$ cat src/sv/clni_pkg.sv
`default_nettype none

package clni_pkg;

  // Request codes carried in the opcode field.
  typedef enum logic [1:0] {
    OP_INIT   = 2'd0,
    OP_CMD    = 2'd1,
    OP_DATA   = 2'd2,
    OP_CURSOR = 2'd3
  } op_e;

  // Sequencer states of the strobe engine.
  typedef enum logic [1:0] {
    ST_IDLE = 2'b01,
    ST_RUN  = 2'b10
  } state_e;

  localparam int unsigned OpW       = 2;
  localparam int unsigned ByteW     = 8;
  localparam int unsigned NibW      = 4;
  localparam int unsigned WaitW     = 16;
  localparam int unsigned InitSteps = 10;
  localparam int unsigned StepW     = $clog2(InitSteps);
  localparam int unsigned QueueDepth = 2;

  localparam logic [WaitW-1:0] GapReset   = 16'd50;
  localparam logic [ByteW-1:0] CmdSetDdram = 8'h80;
  localparam logic [StepW-1:0] InitLast   = StepW'(InitSteps - 1);
  localparam logic [StepW-1:0] ByteLast   = StepW'(1);

  // One classified request, as passed from the front end to the strobe engine.
  typedef struct packed {
    logic             is_init;
    logic             rs;
    logic [ByteW-1:0] byte_val;
    logic [WaitW-1:0] first_wait;
  } job_t;

  // Nibble and leading wait of one strobe.
  typedef struct packed {
    logic [NibW-1:0]  nibble;
    logic [WaitW-1:0] wait_us;
  } strobe_t;

  // Power-up sequence: four half-commands, then function set, clear and display on.
  function automatic strobe_t init_entry(logic [StepW-1:0] step);
    strobe_t s;
    s = '{nibble: 4'h0, wait_us: 16'd0};
    case (step)
      4'd0:    s = '{nibble: 4'h3, wait_us: 16'd15000};
      4'd1:    s = '{nibble: 4'h3, wait_us: 16'd5000};
      4'd2:    s = '{nibble: 4'h3, wait_us: 16'd100};
      4'd3:    s = '{nibble: 4'h2, wait_us: 16'd50};
      4'd4:    s = '{nibble: 4'h2, wait_us: 16'd50};
      4'd5:    s = '{nibble: 4'h0, wait_us: 16'd0};
      4'd6:    s = '{nibble: 4'h0, wait_us: 16'd50};
      4'd7:    s = '{nibble: 4'h1, wait_us: 16'd0};
      4'd8:    s = '{nibble: 4'h0, wait_us: 16'd2050};
      4'd9:    s = '{nibble: 4'hC, wait_us: 16'd0};
      default: s = '{nibble: 4'h0, wait_us: 16'd0};
    endcase
    return s;
  endfunction

endpackage

`default_nettype wire

$ cat src/sv/clni_if.sv
`default_nettype none

// Request channel: one LCD request per item.
interface clni_req_if;
  logic                         valid;
  logic                         ready;
  logic [clni_pkg::OpW-1:0]     opcode;
  logic [clni_pkg::ByteW-1:0]   byte_value;
  modport source (output valid, opcode, byte_value, input ready);
  modport sink   (input valid, opcode, byte_value, output ready);
endinterface

// Strobe channel: one enable strobe per item.
interface clni_strobe_if;
  logic                         valid;
  logic                         ready;
  logic                         reg_select;
  logic [clni_pkg::NibW-1:0]    data_nibble;
  logic [clni_pkg::WaitW-1:0]   wait_us;
  logic                         last_strobe;
  modport source (output valid, reg_select, data_nibble, wait_us, last_strobe, input ready);
  modport sink   (input valid, reg_select, data_nibble, wait_us, last_strobe, output ready);
endinterface

// Configuration write channel for the character gap register.
interface clni_cfg_if;
  logic                         valid;
  logic                         ready;
  logic [clni_pkg::WaitW-1:0]   data;
  modport source (output valid, data, input ready);
  modport sink   (input valid, data, output ready);
endinterface

`default_nettype wire

$ cat src/sv/clni_front.sv
`default_nettype none

module clni_front (
  input  wire logic        clk_i,
  input  wire logic        rst_ni,
  clni_req_if.sink         req_i,
  clni_cfg_if.sink         cfg_i,
  input  wire logic        queue_ready_i,
  output logic             push_o,
  output clni_pkg::job_t   job_o
);

  logic [clni_pkg::WaitW-1:0] gap_q, gap_d;
  clni_pkg::op_e              op;

  // The gap register takes every write; writes must arrive only while idle, which is not enforced.
  assign cfg_i.ready = 1'b1;

  always_comb begin
    gap_d = gap_q;
    if (cfg_i.valid) begin
      gap_d = cfg_i.data;
    end
  end

  always_ff @(posedge clk_i or negedge rst_ni) begin
    if (!rst_ni) begin
      gap_q <= clni_pkg::GapReset;
    end else begin
      gap_q <= gap_d;
    end
  end

  // A request is taken whenever the queue has room.
  assign req_i.ready = queue_ready_i;
  assign push_o      = req_i.valid && queue_ready_i;

  // Classify the request into what the strobe engine has to send.
  assign op = clni_pkg::op_e'(req_i.opcode);

  always_comb begin
    job_o = '{is_init: 1'b0, rs: 1'b0, byte_val: req_i.byte_value,
              first_wait: '0};
    unique case (op)
      clni_pkg::OP_INIT: begin
        job_o.is_init = 1'b1;
      end
      clni_pkg::OP_CMD: begin
        job_o.byte_val = req_i.byte_value;
      end
      clni_pkg::OP_DATA: begin
        job_o.rs         = 1'b1;
        job_o.first_wait = gap_q;
      end
      clni_pkg::OP_CURSOR: begin
        job_o.byte_val = clni_pkg::CmdSetDdram | req_i.byte_value;
      end
      default: begin
        job_o.is_init = 1'b0;
      end
    endcase
  end

endmodule

`default_nettype wire

$ cat src/sv/clni_queue.sv
`default_nettype none

module clni_queue (
  input  wire logic            clk_i,
  input  wire logic            rst_ni,
  input  wire logic            push_i,
  input  wire clni_pkg::job_t  push_data_i,
  output logic                 ready_o,
  input  wire logic            pop_i,
  output logic                 valid_o,
  output clni_pkg::job_t       data_o
);

  localparam int unsigned PtrW   = $clog2(clni_pkg::QueueDepth);
  localparam int unsigned CountW = $clog2(clni_pkg::QueueDepth + 1);
  localparam logic [PtrW-1:0]   PtrLast = PtrW'(clni_pkg::QueueDepth - 1);
  localparam logic [CountW-1:0] CountFull = CountW'(clni_pkg::QueueDepth);

  clni_pkg::job_t      slot_q [clni_pkg::QueueDepth];
  logic [PtrW-1:0]     wr_ptr_q, wr_ptr_d;
  logic [PtrW-1:0]     rd_ptr_q, rd_ptr_d;
  logic [CountW-1:0]   count_q, count_d;

  assign ready_o = (count_q != CountFull);
  assign valid_o = (count_q != '0);
  assign data_o  = slot_q[rd_ptr_q];

  // Pointer and fill count update.
  always_comb begin
    wr_ptr_d = wr_ptr_q;
    rd_ptr_d = rd_ptr_q;
    count_d  = count_q;
    if (push_i) begin
      wr_ptr_d = (wr_ptr_q == PtrLast) ? '0 : wr_ptr_q + PtrW'(1);
    end
    if (pop_i) begin
      rd_ptr_d = (rd_ptr_q == PtrLast) ? '0 : rd_ptr_q + PtrW'(1);
    end
    if (push_i && !pop_i) begin
      count_d = count_q + CountW'(1);
    end else if (pop_i && !push_i) begin
      count_d = count_q - CountW'(1);
    end
  end

  always_ff @(posedge clk_i or negedge rst_ni) begin
    if (!rst_ni) begin
      wr_ptr_q <= '0;
      rd_ptr_q <= '0;
      count_q  <= '0;
    end else begin
      wr_ptr_q <= wr_ptr_d;
      rd_ptr_q <= rd_ptr_d;
      count_q  <= count_d;
    end
  end

  // Storage slots need no reset.
  always_ff @(posedge clk_i) begin
    if (push_i) begin
      slot_q[wr_ptr_q] <= push_data_i;
    end
  end

  // The front end never pushes into a full queue.
  assert property (@(posedge clk_i) disable iff (!rst_ni)
    push_i |-> count_q != CountFull)
    else $error("queue overflow");

  // The engine never pops an empty queue.
  assert property (@(posedge clk_i) disable iff (!rst_ni)
    pop_i |-> count_q != '0)
    else $error("queue underflow");

endmodule

`default_nettype wire

$ cat src/sv/clni_back.sv
`default_nettype none

module clni_back (
  input  wire logic            clk_i,
  input  wire logic            rst_ni,
  input  wire logic            job_valid_i,
  input  wire clni_pkg::job_t  job_i,
  output logic                 pop_o,
  clni_strobe_if.source        strobe_o
);

  clni_pkg::state_e              state_q, state_d;
  clni_pkg::job_t                job_q;
  logic [clni_pkg::StepW-1:0]    step_q, step_d;
  logic                          out_valid_q, out_valid_d;
  logic                          out_rs_q, out_last_q;
  logic [clni_pkg::NibW-1:0]     out_nib_q;
  logic [clni_pkg::WaitW-1:0]    out_wait_q;
  clni_pkg::strobe_t             init_s, cur_s;
  logic                          cur_last;
  logic                          load;

  // Strobe for the current step: table lookup for init, nibble split otherwise.
  assign init_s = clni_pkg::init_entry(step_q);

  always_comb begin
    if (job_q.is_init) begin
      cur_s    = init_s;
      cur_last = (step_q == clni_pkg::InitLast);
    end else begin
      cur_s.nibble  = step_q[0] ? job_q.byte_val[3:0] : job_q.byte_val[7:4];
      cur_s.wait_us = step_q[0] ? '0 : job_q.first_wait;
      cur_last      = (step_q == clni_pkg::ByteLast);
    end
  end

  assign pop_o = (state_q == clni_pkg::ST_IDLE) && job_valid_i;
  assign load  = (state_q == clni_pkg::ST_RUN) && (!out_valid_q || strobe_o.ready);

  // Sequencer: take a job when idle, then issue one strobe per free output slot.
  always_comb begin
    state_d = state_q;
    step_d  = step_q;
    unique case (state_q)
      clni_pkg::ST_IDLE: begin
        if (job_valid_i) begin
          state_d = clni_pkg::ST_RUN;
          step_d  = '0;
        end
      end
      clni_pkg::ST_RUN: begin
        if (load) begin
          step_d = step_q + clni_pkg::StepW'(1);
          if (cur_last) begin
            state_d = clni_pkg::ST_IDLE;
          end
        end
      end
      default: begin
        state_d = clni_pkg::ST_IDLE;
      end
    endcase
  end

  // Output register valid flag.
  always_comb begin
    out_valid_d = out_valid_q;
    if (load) begin
      out_valid_d = 1'b1;
    end else if (strobe_o.ready) begin
      out_valid_d = 1'b0;
    end
  end

  always_ff @(posedge clk_i or negedge rst_ni) begin
    if (!rst_ni) begin
      state_q     <= clni_pkg::ST_IDLE;
      step_q      <= '0;
      out_valid_q <= 1'b0;
    end else begin
      state_q     <= state_d;
      step_q      <= step_d;
      out_valid_q <= out_valid_d;
    end
  end

  // Job and output payload registers.
  always_ff @(posedge clk_i) begin
    if (pop_o) begin
      job_q <= job_i;
    end
    if (load) begin
      out_rs_q   <= job_q.rs;
      out_nib_q  <= cur_s.nibble;
      out_wait_q <= cur_s.wait_us;
      out_last_q <= cur_last;
    end
  end

  assign strobe_o.valid       = out_valid_q;
  assign strobe_o.reg_select  = out_rs_q;
  assign strobe_o.data_nibble = out_nib_q;
  assign strobe_o.wait_us     = out_wait_q;
  assign strobe_o.last_strobe = out_last_q;

  // Issuing a request's final strobe returns the engine to idle.
  assert property (@(posedge clk_i) disable iff (!rst_ni)
    (load && cur_last) |=> state_q == clni_pkg::ST_IDLE)
    else $error("engine did not finish after last strobe");

  // The step count stays within the sequence of the running job.
  assert property (@(posedge clk_i) disable iff (!rst_ni)
    (state_q == clni_pkg::ST_RUN) |->
      (job_q.is_init ? step_q <= clni_pkg::InitLast : step_q <= clni_pkg::ByteLast))
    else $error("step count out of range");

endmodule

`default_nettype wire

$ cat src/sv/char_lcd_nibble_interface_core.sv
// Character LCD 4-bit bus sequencer.
// req_i takes one request per item: init sequence, command byte, data
// character or cursor move. strobe_o gives one item per enable strobe:
// RS, the four data lines, the microseconds to wait before the strobe,
// and a flag on the final strobe of each request. Bytes go out high
// nibble first. cfg_i writes the gap waited before each data character
// (reset value 50 us); it is always ready and must be written only while
// idle, which the block does not enforce. Requests pass through a
// two-entry queue to the strobe engine, so up to two requests are taken
// while a previous one still emits strobes. The first strobe of a
// request passes the queue slot, the job register and the output
// register. The engine issues one strobe per cycle while the receiver
// takes them, and passes through idle to pick up each request.
// When the receiver holds ready low, the output register keeps its item
// and the engine waits; the queue then fills and req_i.ready drops.
// Reset empties the queue, idles the engine and restores the gap value.
`default_nettype none

module char_lcd_nibble_interface_core (
  input  wire logic     clk_i,
  input  wire logic     rst_ni,
  clni_req_if.sink      req_i,
  clni_cfg_if.sink      cfg_i,
  clni_strobe_if.source strobe_o
);

  logic           push;
  logic           queue_ready;
  logic           queue_valid;
  logic           pop;
  clni_pkg::job_t push_job;
  clni_pkg::job_t head_job;

  // Classification and configuration register.
  clni_front u_front (
    .clk_i         (clk_i),
    .rst_ni        (rst_ni),
    .req_i         (req_i),
    .cfg_i         (cfg_i),
    .queue_ready_i (queue_ready),
    .push_o        (push),
    .job_o         (push_job)
  );

  // Decoupling queue between front end and strobe engine.
  clni_queue u_queue (
    .clk_i       (clk_i),
    .rst_ni      (rst_ni),
    .push_i      (push),
    .push_data_i (push_job),
    .ready_o     (queue_ready),
    .pop_i       (pop),
    .valid_o     (queue_valid),
    .data_o      (head_job)
  );

  // Strobe engine with output register.
  clni_back u_back (
    .clk_i       (clk_i),
    .rst_ni      (rst_ni),
    .job_valid_i (queue_valid),
    .job_i       (head_job),
    .pop_o       (pop),
    .strobe_o    (strobe_o)
  );

endmodule

`default_nettype wire

$ cat src/flat_wrapper.sv
// flat-port wrapper written by rule: the top's interface ports become plain ports
module char_lcd_nibble_interface_core_flat 
  (clk_i, rst_ni, req_i_valid, req_i_opcode, req_i_byte_value, req_i_ready, cfg_i_valid, cfg_i_data, cfg_i_ready, strobe_o_valid, strobe_o_reg_select, strobe_o_data_nibble, strobe_o_wait_us, strobe_o_last_strobe, strobe_o_ready);
  clni_req_if req_i_i ();
  clni_cfg_if cfg_i_i ();
  clni_strobe_if strobe_o_i ();
  input  wire logic clk_i;
  input  wire logic rst_ni;
  input wire logic [$bits(req_i_i.valid)-1:0] req_i_valid;
  input wire logic [$bits(req_i_i.opcode)-1:0] req_i_opcode;
  input wire logic [$bits(req_i_i.byte_value)-1:0] req_i_byte_value;
  output wire logic [$bits(req_i_i.ready)-1:0] req_i_ready;
  input wire logic [$bits(cfg_i_i.valid)-1:0] cfg_i_valid;
  input wire logic [$bits(cfg_i_i.data)-1:0] cfg_i_data;
  output wire logic [$bits(cfg_i_i.ready)-1:0] cfg_i_ready;
  output wire logic [$bits(strobe_o_i.valid)-1:0] strobe_o_valid;
  output wire logic [$bits(strobe_o_i.reg_select)-1:0] strobe_o_reg_select;
  output wire logic [$bits(strobe_o_i.data_nibble)-1:0] strobe_o_data_nibble;
  output wire logic [$bits(strobe_o_i.wait_us)-1:0] strobe_o_wait_us;
  output wire logic [$bits(strobe_o_i.last_strobe)-1:0] strobe_o_last_strobe;
  input wire logic [$bits(strobe_o_i.ready)-1:0] strobe_o_ready;
  assign req_i_i.valid = req_i_valid;
  assign req_i_i.opcode = req_i_opcode;
  assign req_i_i.byte_value = req_i_byte_value;
  assign req_i_ready = req_i_i.ready;
  assign cfg_i_i.valid = cfg_i_valid;
  assign cfg_i_i.data = cfg_i_data;
  assign cfg_i_ready = cfg_i_i.ready;
  assign strobe_o_valid = strobe_o_i.valid;
  assign strobe_o_reg_select = strobe_o_i.reg_select;
  assign strobe_o_data_nibble = strobe_o_i.data_nibble;
  assign strobe_o_wait_us = strobe_o_i.wait_us;
  assign strobe_o_last_strobe = strobe_o_i.last_strobe;
  assign strobe_o_i.ready = strobe_o_ready;
  char_lcd_nibble_interface_core u_core (.clk_i(clk_i), .rst_ni(rst_ni), .req_i(req_i_i), .cfg_i(cfg_i_i), .strobe_o(strobe_o_i));
endmodule
$ cat config.mk
export PLATFORM = sky130hd
export DESIGN_NAME = char_lcd_nibble_interface_core_flat
export DESIGN_NICKNAME = d
export VERILOG_FILES = /design/src/sv/clni_pkg.sv /design/src/sv/clni_if.sv /design/src/sv/clni_front.sv /design/src/sv/clni_queue.sv /design/src/sv/clni_back.sv /design/src/sv/char_lcd_nibble_interface_core.sv /design/src/flat_wrapper.sv
export SDC_FILE = /design/constraint.sdc
export NUM_CORES = 1
export LEC_CHECK = 0
export BUFFER_PORTS_ARGS = -buffer_cell sky130_fd_sc_hd__buf_2
export CORE_MARGIN = 4
export CORE_UTILIZATION = 40
export CTS_CLUSTER_SIZE = 40
export DETAILED_ROUTE_END_ITERATION = 8
export GPL_TIMING_DRIVEN = 0
export MAX_ROUTING_LAYER = met4
export PLACE_DENSITY_LB_ADDON = 0.12
export SLEW_MARGIN = 0
export SYNTH_ARGS = -nofsm -noshare
export SYNTH_HDL_FRONTEND = slang
export SYNTH_SLANG_ARGS = --single-unit
export TNS_END_PERCENT = 20
$ cat constraint.sdc
create_clock -name clk_i -period 2.4 [get_ports clk_i]
set_input_delay 0.24 -clock clk_i [delete_from_list [all_inputs] [get_ports clk_i]]
set_output_delay 0.24 -clock clk_i [all_outputs]
set_load 0.01 [all_outputs]
==> impl_metrics.env, run 1 <==
export IMPL_status="complete, no violations"
export IMPL_synthesis_nets=329
export IMPL_yosys_area_share_adder_pct=1.76
export IMPL_wire_per_inst_microns=14.8
export IMPL_synth_xor_area_share_pct=0.879
export IMPL_antenna_found_initial=0
export IMPL_combined_flip_flop_and_latch_cell_area_sq_um=3680
export IMPL_met3RoutedLength_microns=304
export IMPL_synth_yosys_seq_area_share_pct=74.0
export IMPL_routabilityCongestion=0.854
export IMPL_synth_cell_types=38
export IMPL_p_per_area_nw_per_um2=1290
export IMPL_synth_simple_gate_area_share_pct=6.43
export IMPL_filler_cell_count=1068
export IMPL_design_portCount=56
export IMPL_final_instance_count_excl_fill=545
export IMPL_final_core_occ_pct=50.2
export IMPL_synth_largest_area_cell="edfxtp_1"
export IMPL_grt_total_usage_pct=12.4
export IMPL_avgSynthCellArea_sq_um=17.1
export IMPL_criticalPathCategory="flip-flop to flip-flop"
export IMPL_cts_htree_levels=4
export IMPL_transition_at_the_pin_with_the_smallest_max_transition_slack_ns=0.947
export IMPL_topRoutingLayerUsed="met4"
export IMPL_synth_top_cells_by_count="edfxtp_1 (100), mux2_1 (29), dfrtp_1 (23)"
export IMPL_power_total_w=0.00785
export IMPL_portBuffers=53
export IMPL_root_buffer="clkbuf_16"
export IMPL_routed_via_count=2497
export IMPL_max_freq_mhz=462
export IMPL_die_y_microns=120
export IMPL_timing_max_cap_violations=0
export IMPL_grt_pass1_wl_microns=13200
export IMPL_remaining_number_of_nets_flagged_by_the_antenna_check_after_routing=0
export IMPL_placed_cells_incl_taps=512
export IMPL_timing_critical_path_to_type="flip-flop"
export IMPL_clock_insertion_delay_at_the_later_pin_of_the_skew_report_ns=0.40
export IMPL_route_detailed_drc=0
export IMPL_cts_repair_timing_setup_buffer_count=0
export IMPL_muxShareOfSynthArea_pct=10.1
export IMPL_cts_buffer_depth=2
export IMPL_critPathMaxFanout=30
export IMPL_floorplan_core_area_sq_um=12100
export IMPL_cell_area_after_technology_mapping_sq_um=4980
export IMPL_grt_ovfl_total=0
export IMPL_startpoint_class_of_the_critical_path="flip-flop"
export IMPL_diodes=0
export IMPL_detailedPlace_worstSlack_ns=0.148
export IMPL_timing_final_ws_setup_ns=0.234
export IMPL_hold_depth=1
export IMPL_die_w_microns=120
export IMPL_cts_reportedPaths_clkPinSlew_ns=0.06
export IMPL_cts_tree="done"
export IMPL_rr_worst_depth=7
export IMPL_post_synthesis_compound_gate_area_fraction_pct=4.90
export IMPL_cts_inserted_buffers=17
export IMPL_finalNetCount=402
export IMPL_dominantRegCellSynth="edfxtp_1"
export IMPL_critical_path_required_ns=2.72
export IMPL_finalHoldViolCount=0
export IMPL_multi_input_area_sq_um=1220
export IMPL_ctsResizeCount=0
export IMPL_timing_clock_skew_ns=0.00530
export IMPL_synth_largest_type_area_fraction_pct=60.3
export IMPL_design_die_area_sq_um=14300
export IMPL_total_leakage_power_nw=2.35
export IMPL_synth_edf_count=100
export IMPL_postSynthRegisterBits=127
export IMPL_yosysWarningCount=0
export IMPL_layout_drive_gt1_share_pct=31.3
export IMPL_postSynthCellCount=291
export IMPL_period_share_pct=90.3
export IMPL_finalMaxSlewViolations=0
export IMPL_slew_headroom_pct=36.9
export IMPL_wirelength_met1_microns=3930
export IMPL_syn_to_final_growth_pct=22.0
export IMPL_grt_max_degree=31
export IMPL_netlist_top_cells_area="edfxtp_1 (60%), dfrtp_1 (12%), mux2_1 (6.6%)"
export IMPL_fp_row_count=40
export IMPL_met2RoutedLength_microns=3710
export IMPL_numClockSinks=127
export IMPL_drt_total_wl_microns=8060
export IMPL_initialDrtViolationCount=64
export IMPL_hold_wc_path_type="input pin to flip-flop"
export IMPL_peakVddDrop_v=0.000513
export IMPL_detailedRoute_firstPassIterationCount=5
export IMPL_synth_top_family_by_area="multiplexers"
export IMPL_ys_async_sr_fraction_pct=21.3
export IMPL_effective_utilization_at_floorplan_pct=41.1
export IMPL_timing_critical_path_arrival_ns=2.49
export IMPL_detail_route_vias_per_cell=4.58
export IMPL_synthMostInstantiatedCell="edfxtp_1"
export IMPL_number_of_failing_setup_endpoints_in_the_final_timing_report=0
export IMPL_post_route_min_period_ns=2.17
export IMPL_place_detailed_hpwl_microns=5300
export IMPL_rsz0062_at_grt="no"
export IMPL_via_count_of_the_first_global_routing_pass=2634
[worst max-delay path: stages, from the launching register on]
cell	delay [ns]
dfstp_2	0.53
nand2b_1	0.13
nor2_4	0.67
inv_1	0.11
ha_1	0.24
xor2_1	0.14
nor2_1	0.12
xor2_1	0.14
[through the flow]
| stage | area [sq um] | TNS (ns) | hold slack, ns |
|---|---|---|---|
| 2_1_floorplan | 4980 | 0 | -0.0556 |
| 3_3_place_gp | 5460 | -15.85 | 0.313 |
| 3_5_place_dp | 5470 | 0 | 0.313 |
| 4_1_cts | 6070 | 0 | 0.0129 |
| 5_1_grt | 6080 | 0 | 0.0166 |
| 6_report | 6080 | 0 | 0.0279 |
[area by class of cell]
type	instances	area share, %
Timing Repair Buffer	54	4.53
Clock buffer	19	7.13
Multi-Input combinational cell	146	20.0
Clock inverter	13	2.68
Inverter	6	0.371
Sequential cell	127	60.6
Tap cell	168	3.46
Buffer	12	1.19
[layout by cell type, fill, tap and decap left out, drive strengths merged, types with 4 or more instances in the layout]
| cell | Yosys | layout |
|---|---|---|
| nand2b | 6 | 6 |
| inv | 6 | 9 |
| ha | 7 | 7 |
| clkbuf | 0 | 19 |
| edfxtp | 100 | 100 |
| nor2b | 7 | 7 |
| a22o | 7 | 7 |
| clkinv | 0 | 4 |
| dfrtp | 23 | 23 |
| a21o | 6 | 6 |
| mux2 | 42 | 42 |
| buf | 12 | 65 |
| nor2 | 10 | 10 |
| and2 | 21 | 21 |
| dfstp | 4 | 4 |
| o21ai | 7 | 7 |
[sequential cells by signal, indices dropped and copies added (netlist names), 2 cells and up]
name / count
u_core.u_back.job_q: 26
u_core.u_back.strobe_o.wait_us: 16
u_core.u_back.step_q: 4
u_core.u_back.state_q: 2
u_core.u_queue.count_q: 2
u_core.u_front.gap_q: 16
u_core.u_queue.slot_q: 52
u_core.u_back.strobe_o.data_nibble: 4
[layer usage]
metal  track usage (%)  vias up
met5                 -        -
met3              3.86       10
met4              5.58        0
li1                  -     1238
met2              18.0       58
met1              16.1     1191
[logic make-up (layout without fill, tap and decap cells)]
kind of cell / count (synthesis) / in the layout
AND/OR/NAND/NOR: 54 / 54
multiplexers: 45 / 45
XOR/XNOR: 5 / 5
adder cells (fa/ha/maj): 7 / 7
buffers and inverters: 18 / 104
flip-flops: 127 / 127
other: 1 / 1
AO/OA/AOI/OAI: 34 / 34
[final timing paths]
path                                     startpoint                                end  slack [ns]
min reg2reg                 u_core.u_back.job_q[24]  u_core.u_back.strobe_o.reg_select        0.45
max                        u_core.u_back.state_q[0]          u_core.u_queue.count_q[1]        0.23
min                             req_i_byte_value[2]       u_core.u_queue.slot_q[0][18]        0.03
max in group asynchronous                    rst_ni           u_core.u_front.gap_q[11]        1.55
max reg2reg                u_core.u_back.state_q[0]          u_core.u_queue.count_q[1]        0.23
min in group asynchronous                    rst_ni       u_core.u_back.strobe_o.valid        0.41
[power by group]
part,switching (W),internal (W)
Combinational,0.00108,0.000719
Clock,0.000918,0.00164
Sequential,0.000209,0.00329
[repair_timing]
action,4_1_cts,5_1_grt
hold endpoints to repair,23,0
hold buffers,1,0
setup endpoints to repair,0,1
Power figures use the tool's default switching activity.
==> run 2: changes to the inputs <==
--- a/config.mk
+++ b/config.mk
@@ -16,5 +16,6 @@
 export SLEW_MARGIN = 0
 export SYNTH_ARGS = -nofsm -noshare
 export SYNTH_HDL_FRONTEND = slang
+export SYNTH_HIERARCHICAL = 1
 export SYNTH_SLANG_ARGS = --single-unit
 export TNS_END_PERCENT = 20
==> run 2 against run 1 <==
Final cell count increased by 4.0%. Largest power group unchanged. Highest routed layer unchanged. Largest cell class unchanged. Core utilization is 1.0 points lower. Global-route usage rose by 0.93 points. Maximum frequency grew 4.9%. First-iteration DRC count rose to 2.5 times the previous value. Sequential power barely moved. Sequential share of layout area shrank 3.8 points. Register-to-register slack improved by 0.10 ns. Non-clock buffer count grew 11. Clock skew is essentially flat.
==> impl_metrics.env, run 2 <==
export IMPL_design_portCount=56
export IMPL_synthesis_nets=343
export IMPL_clock_insertion_delay_at_the_later_pin_of_the_skew_report_ns=0.41
export IMPL_rrSetupSlack_ns=0.33
export IMPL_total_leakage_power_nw=2.61
export IMPL_cts_buffer_depth=2
export IMPL_crit_path_end="u_core/u_queue/count_q[1]"
export IMPL_timing_critical_path_arrival_ns=2.39
export IMPL_die_w_microns=124
export IMPL_finalMaxSlewViolations=0
export IMPL_routed_via_count=2650
export IMPL_routabilityCongestion=0.739
export IMPL_topRoutingLayerUsed="met4"
export IMPL_synth_largest_type_area_fraction_pct=56.0
export IMPL_worst_r2r_endpoint="u_core/u_queue/count_q[1]"
export IMPL_timing_clock_skew_ns=0.00569
export IMPL_dominantRegCellSynth="edfxtp_1"
export IMPL_remaining_number_of_nets_flagged_by_the_antenna_check_after_routing=0
export IMPL_place_detailed_hpwl_microns=5830
export IMPL_syn_to_final_growth_pct=20.8
export IMPL_initialDrtViolationCount=161
export IMPL_hold_wc_path_type="input pin to flip-flop"
export IMPL_wire_per_inst_microns=15.7
export IMPL_met3RoutedLength_microns=451
export IMPL_timing_critical_path_to_type="flip-flop"
export IMPL_final_core_occ_pct=49.1
export IMPL_worst_r2r_startpoint="u_core/u_queue/count_q[0]"
export IMPL_diodes=0
export IMPL_critical_path_required_ns=2.73
export IMPL_status="complete, no violations"
export IMPL_critPathMaxFanout=7
export IMPL_netlist_top_cells_area="edfxtp_1 (56%), dfrtp_1 (11%), mux2_4 (8.1%)"
export IMPL_largest_register="u_core/u_queue/slot_q"
export IMPL_number_of_failing_setup_endpoints_in_the_final_timing_report=0
export IMPL_peakVddDrop_v=0.000440
export IMPL_dpl_cell_area_sq_um=5840
export IMPL_synth_cell_types=51
export IMPL_detailedRoute_firstPassIterationCount=4
export IMPL_startpoint_class_of_the_critical_path="flip-flop"
export IMPL_transition_at_the_pin_with_the_smallest_max_transition_slack_ns=0.881
export IMPL_criticalPathCategory="flip-flop to flip-flop"
export IMPL_slew_headroom_pct=41.1
export IMPL_root_buffer="clkbuf_16"
export IMPL_design_die_area_sq_um=15300
export IMPL_post_route_min_period_ns=2.07
export IMPL_power_total_w=0.00813
export IMPL_cts_htree_levels=4
export IMPL_rsz0062_at_grt="no"
export IMPL_route_detailed_drc=0
export IMPL_floorplan_core_area_sq_um=13200
export IMPL_synthMostInstantiatedCell="edfxtp_1"
export IMPL_grt_pass1_wl_microns=14300
export IMPL_finalNetCount=417
export IMPL_synth_edf_count=100
export IMPL_flip_flop_count_of_the_largest_register_after_layout=52
export IMPL_numClockSinks=127
export IMPL_fin_area_sq_um=6480
export IMPL_cts_inserted_buffers=17
export IMPL_fp_row_count=42
export IMPL_top_flop_regs="u_core/u_queue/slot_q x52, u_core/u_back/job_q x26"
export IMPL_synth_top_cells_by_count="edfxtp_1 (100), mux2_4 (29), dfrtp_1 (23)"
export IMPL_met2RoutedLength_microns=4300
export IMPL_cell_area_after_technology_mapping_sq_um=5370
export IMPL_max_freq_mhz=484
export IMPL_timing_max_cap_violations=0
export IMPL_die_y_microns=124
export IMPL_timing_critical_path_from="u_core/u_queue/count_q[0]"
export IMPL_postSynthCellCount=305
export IMPL_grt_total_usage_pct=13.3
export IMPL_drt_total_wl_microns=8920
export IMPL_avgSynthCellArea_sq_um=17.6
export IMPL_antenna_found_initial=0
export IMPL_cts_reportedPaths_clkPinSlew_ns=0.05
export IMPL_finalHoldViolCount=0
export IMPL_grt_ovfl_total=0
export IMPL_layout_common_cells="edfxtp_1 (100), buf_2 (49), mux2_4 (29), dfrtp_1 (23), clkbuf_16 (17)"
export IMPL_cts_tree="done"
export IMPL_period_share_pct=86.1
export IMPL_wirelength_met1_microns=4010
export IMPL_via_count_of_the_first_global_routing_pass=2765
export IMPL_rr_worst_depth=7
export IMPL_effective_utilization_at_floorplan_pct=40.7
export IMPL_ys_async_sr_fraction_pct=21.3
export IMPL_synth_yosys_seq_area_share_pct=68.7
export IMPL_grt_max_degree=28
export IMPL_synth_largest_area_cell="edfxtp_1"
export IMPL_yosysWarningCount=6
export IMPL_postSynthRegisterBits=127
export IMPL_mostFrequentLayoutCell="edfxtp_1"
export IMPL_detail_route_vias_per_cell=4.67
export IMPL_p_per_area_nw_per_um2=1250
export IMPL_layout_drive_gt1_share_pct=40.4
export IMPL_portBuffers=46
run 2: final cells by class:
cell class                 count  area (sq um)
fill                        1132          6710
buffer                        23           229
tap                          176           220
multi-input combinational    147          1430
clock inverter                12           125
clock buffer                  19           433
inverter                       8          33.8
timing repair buffer          54           313
sequential                   127          3680
timing repair inverter         1          7.51
run 2: critical path, cell delays in order (launching register included):
cell and delay, ns:
dfrtp_1 0.42, or2_2 0.33, nand3b_1 0.39, clkinvlp_4 0.22
inv_1 0.08, ha_1 0.24, nor2_1 0.14, xor2_1 0.17
run 2: worst min-delay path by stage:
stage,from,end,slack (ns),cells after the start
4_1_cts,req_i_byte_value[1],u_core/u_queue/slot_q[0][17],0.001,1
6_report,req_i_byte_value[1],u_core/u_queue/slot_q[1][17],0.03,1
3_3_place_gp,rst_ni,u_core/u_queue/count_q[1],0.31,1
2_1_floorplan,rst_ni,u_core/u_back/state_q[1],-0.06,0
3_5_place_dp,rst_ni,u_core/u_queue/count_q[0],0.32,1
5_1_grt,req_i_byte_value[1],u_core/u_queue/slot_q[1][17],0.004,1
run 2: metrics by stage:
stage	setup TNS (ns)	instances	hold slack, ns	setup slack (ns)
floorplan	0	305	-0.0556	0.0949
global route	0	567	0.00388	0.215
detailed placement	-0.246	528	0.322	-0.199
CTS	0	567	0.00137	0.0640
finish	0	567	0.0261	0.334
global placement	-22.61	527	0.314	-0.817
run 2: cells by family (layout without fill, tap and decap cells):
family | after synthesis | in the layout | synth area share [%]
flops | 127 | 127 | 68.7
simple gates | 56 | 56 | 7.70
mux | 46 | 46 | 11.6
compound gates | 32 | 32 | 4.71
buf+inv | 31 | 117 | 4.83
fa+ha+maj | 7 | 7 | 1.63
xor+xnor | 5 | 5 | 0.816
other cells | 1 | 1 | 0.0699
run 2: layer usage:
metal,vias to the layer above,global-route usage [%]
met5,-,-
met4,0,6.02
met3,13,4.54
met2,64,19.9
met1,1292,16.5
li1,1281,-
run 2: timing repair:
item	4_1_cts	5_1_grt
buffers inserted	1	0
hold endpoints to repair	33	0
hold buffers	6	0
setup endpoints to repair	2	14
cloned	1	0
gates resized for setup	1	1
run 2: where the power goes:
| group | total (W) | internal, W | switching (W) |
|---|---|---|---|
| clock network | 0.00241 | 0.00159 | 0.000823 |
| logic | 0.00220 | 0.00101 | 0.00119 |
| registers | 0.00351 | 0.00328 | 0.000230 |
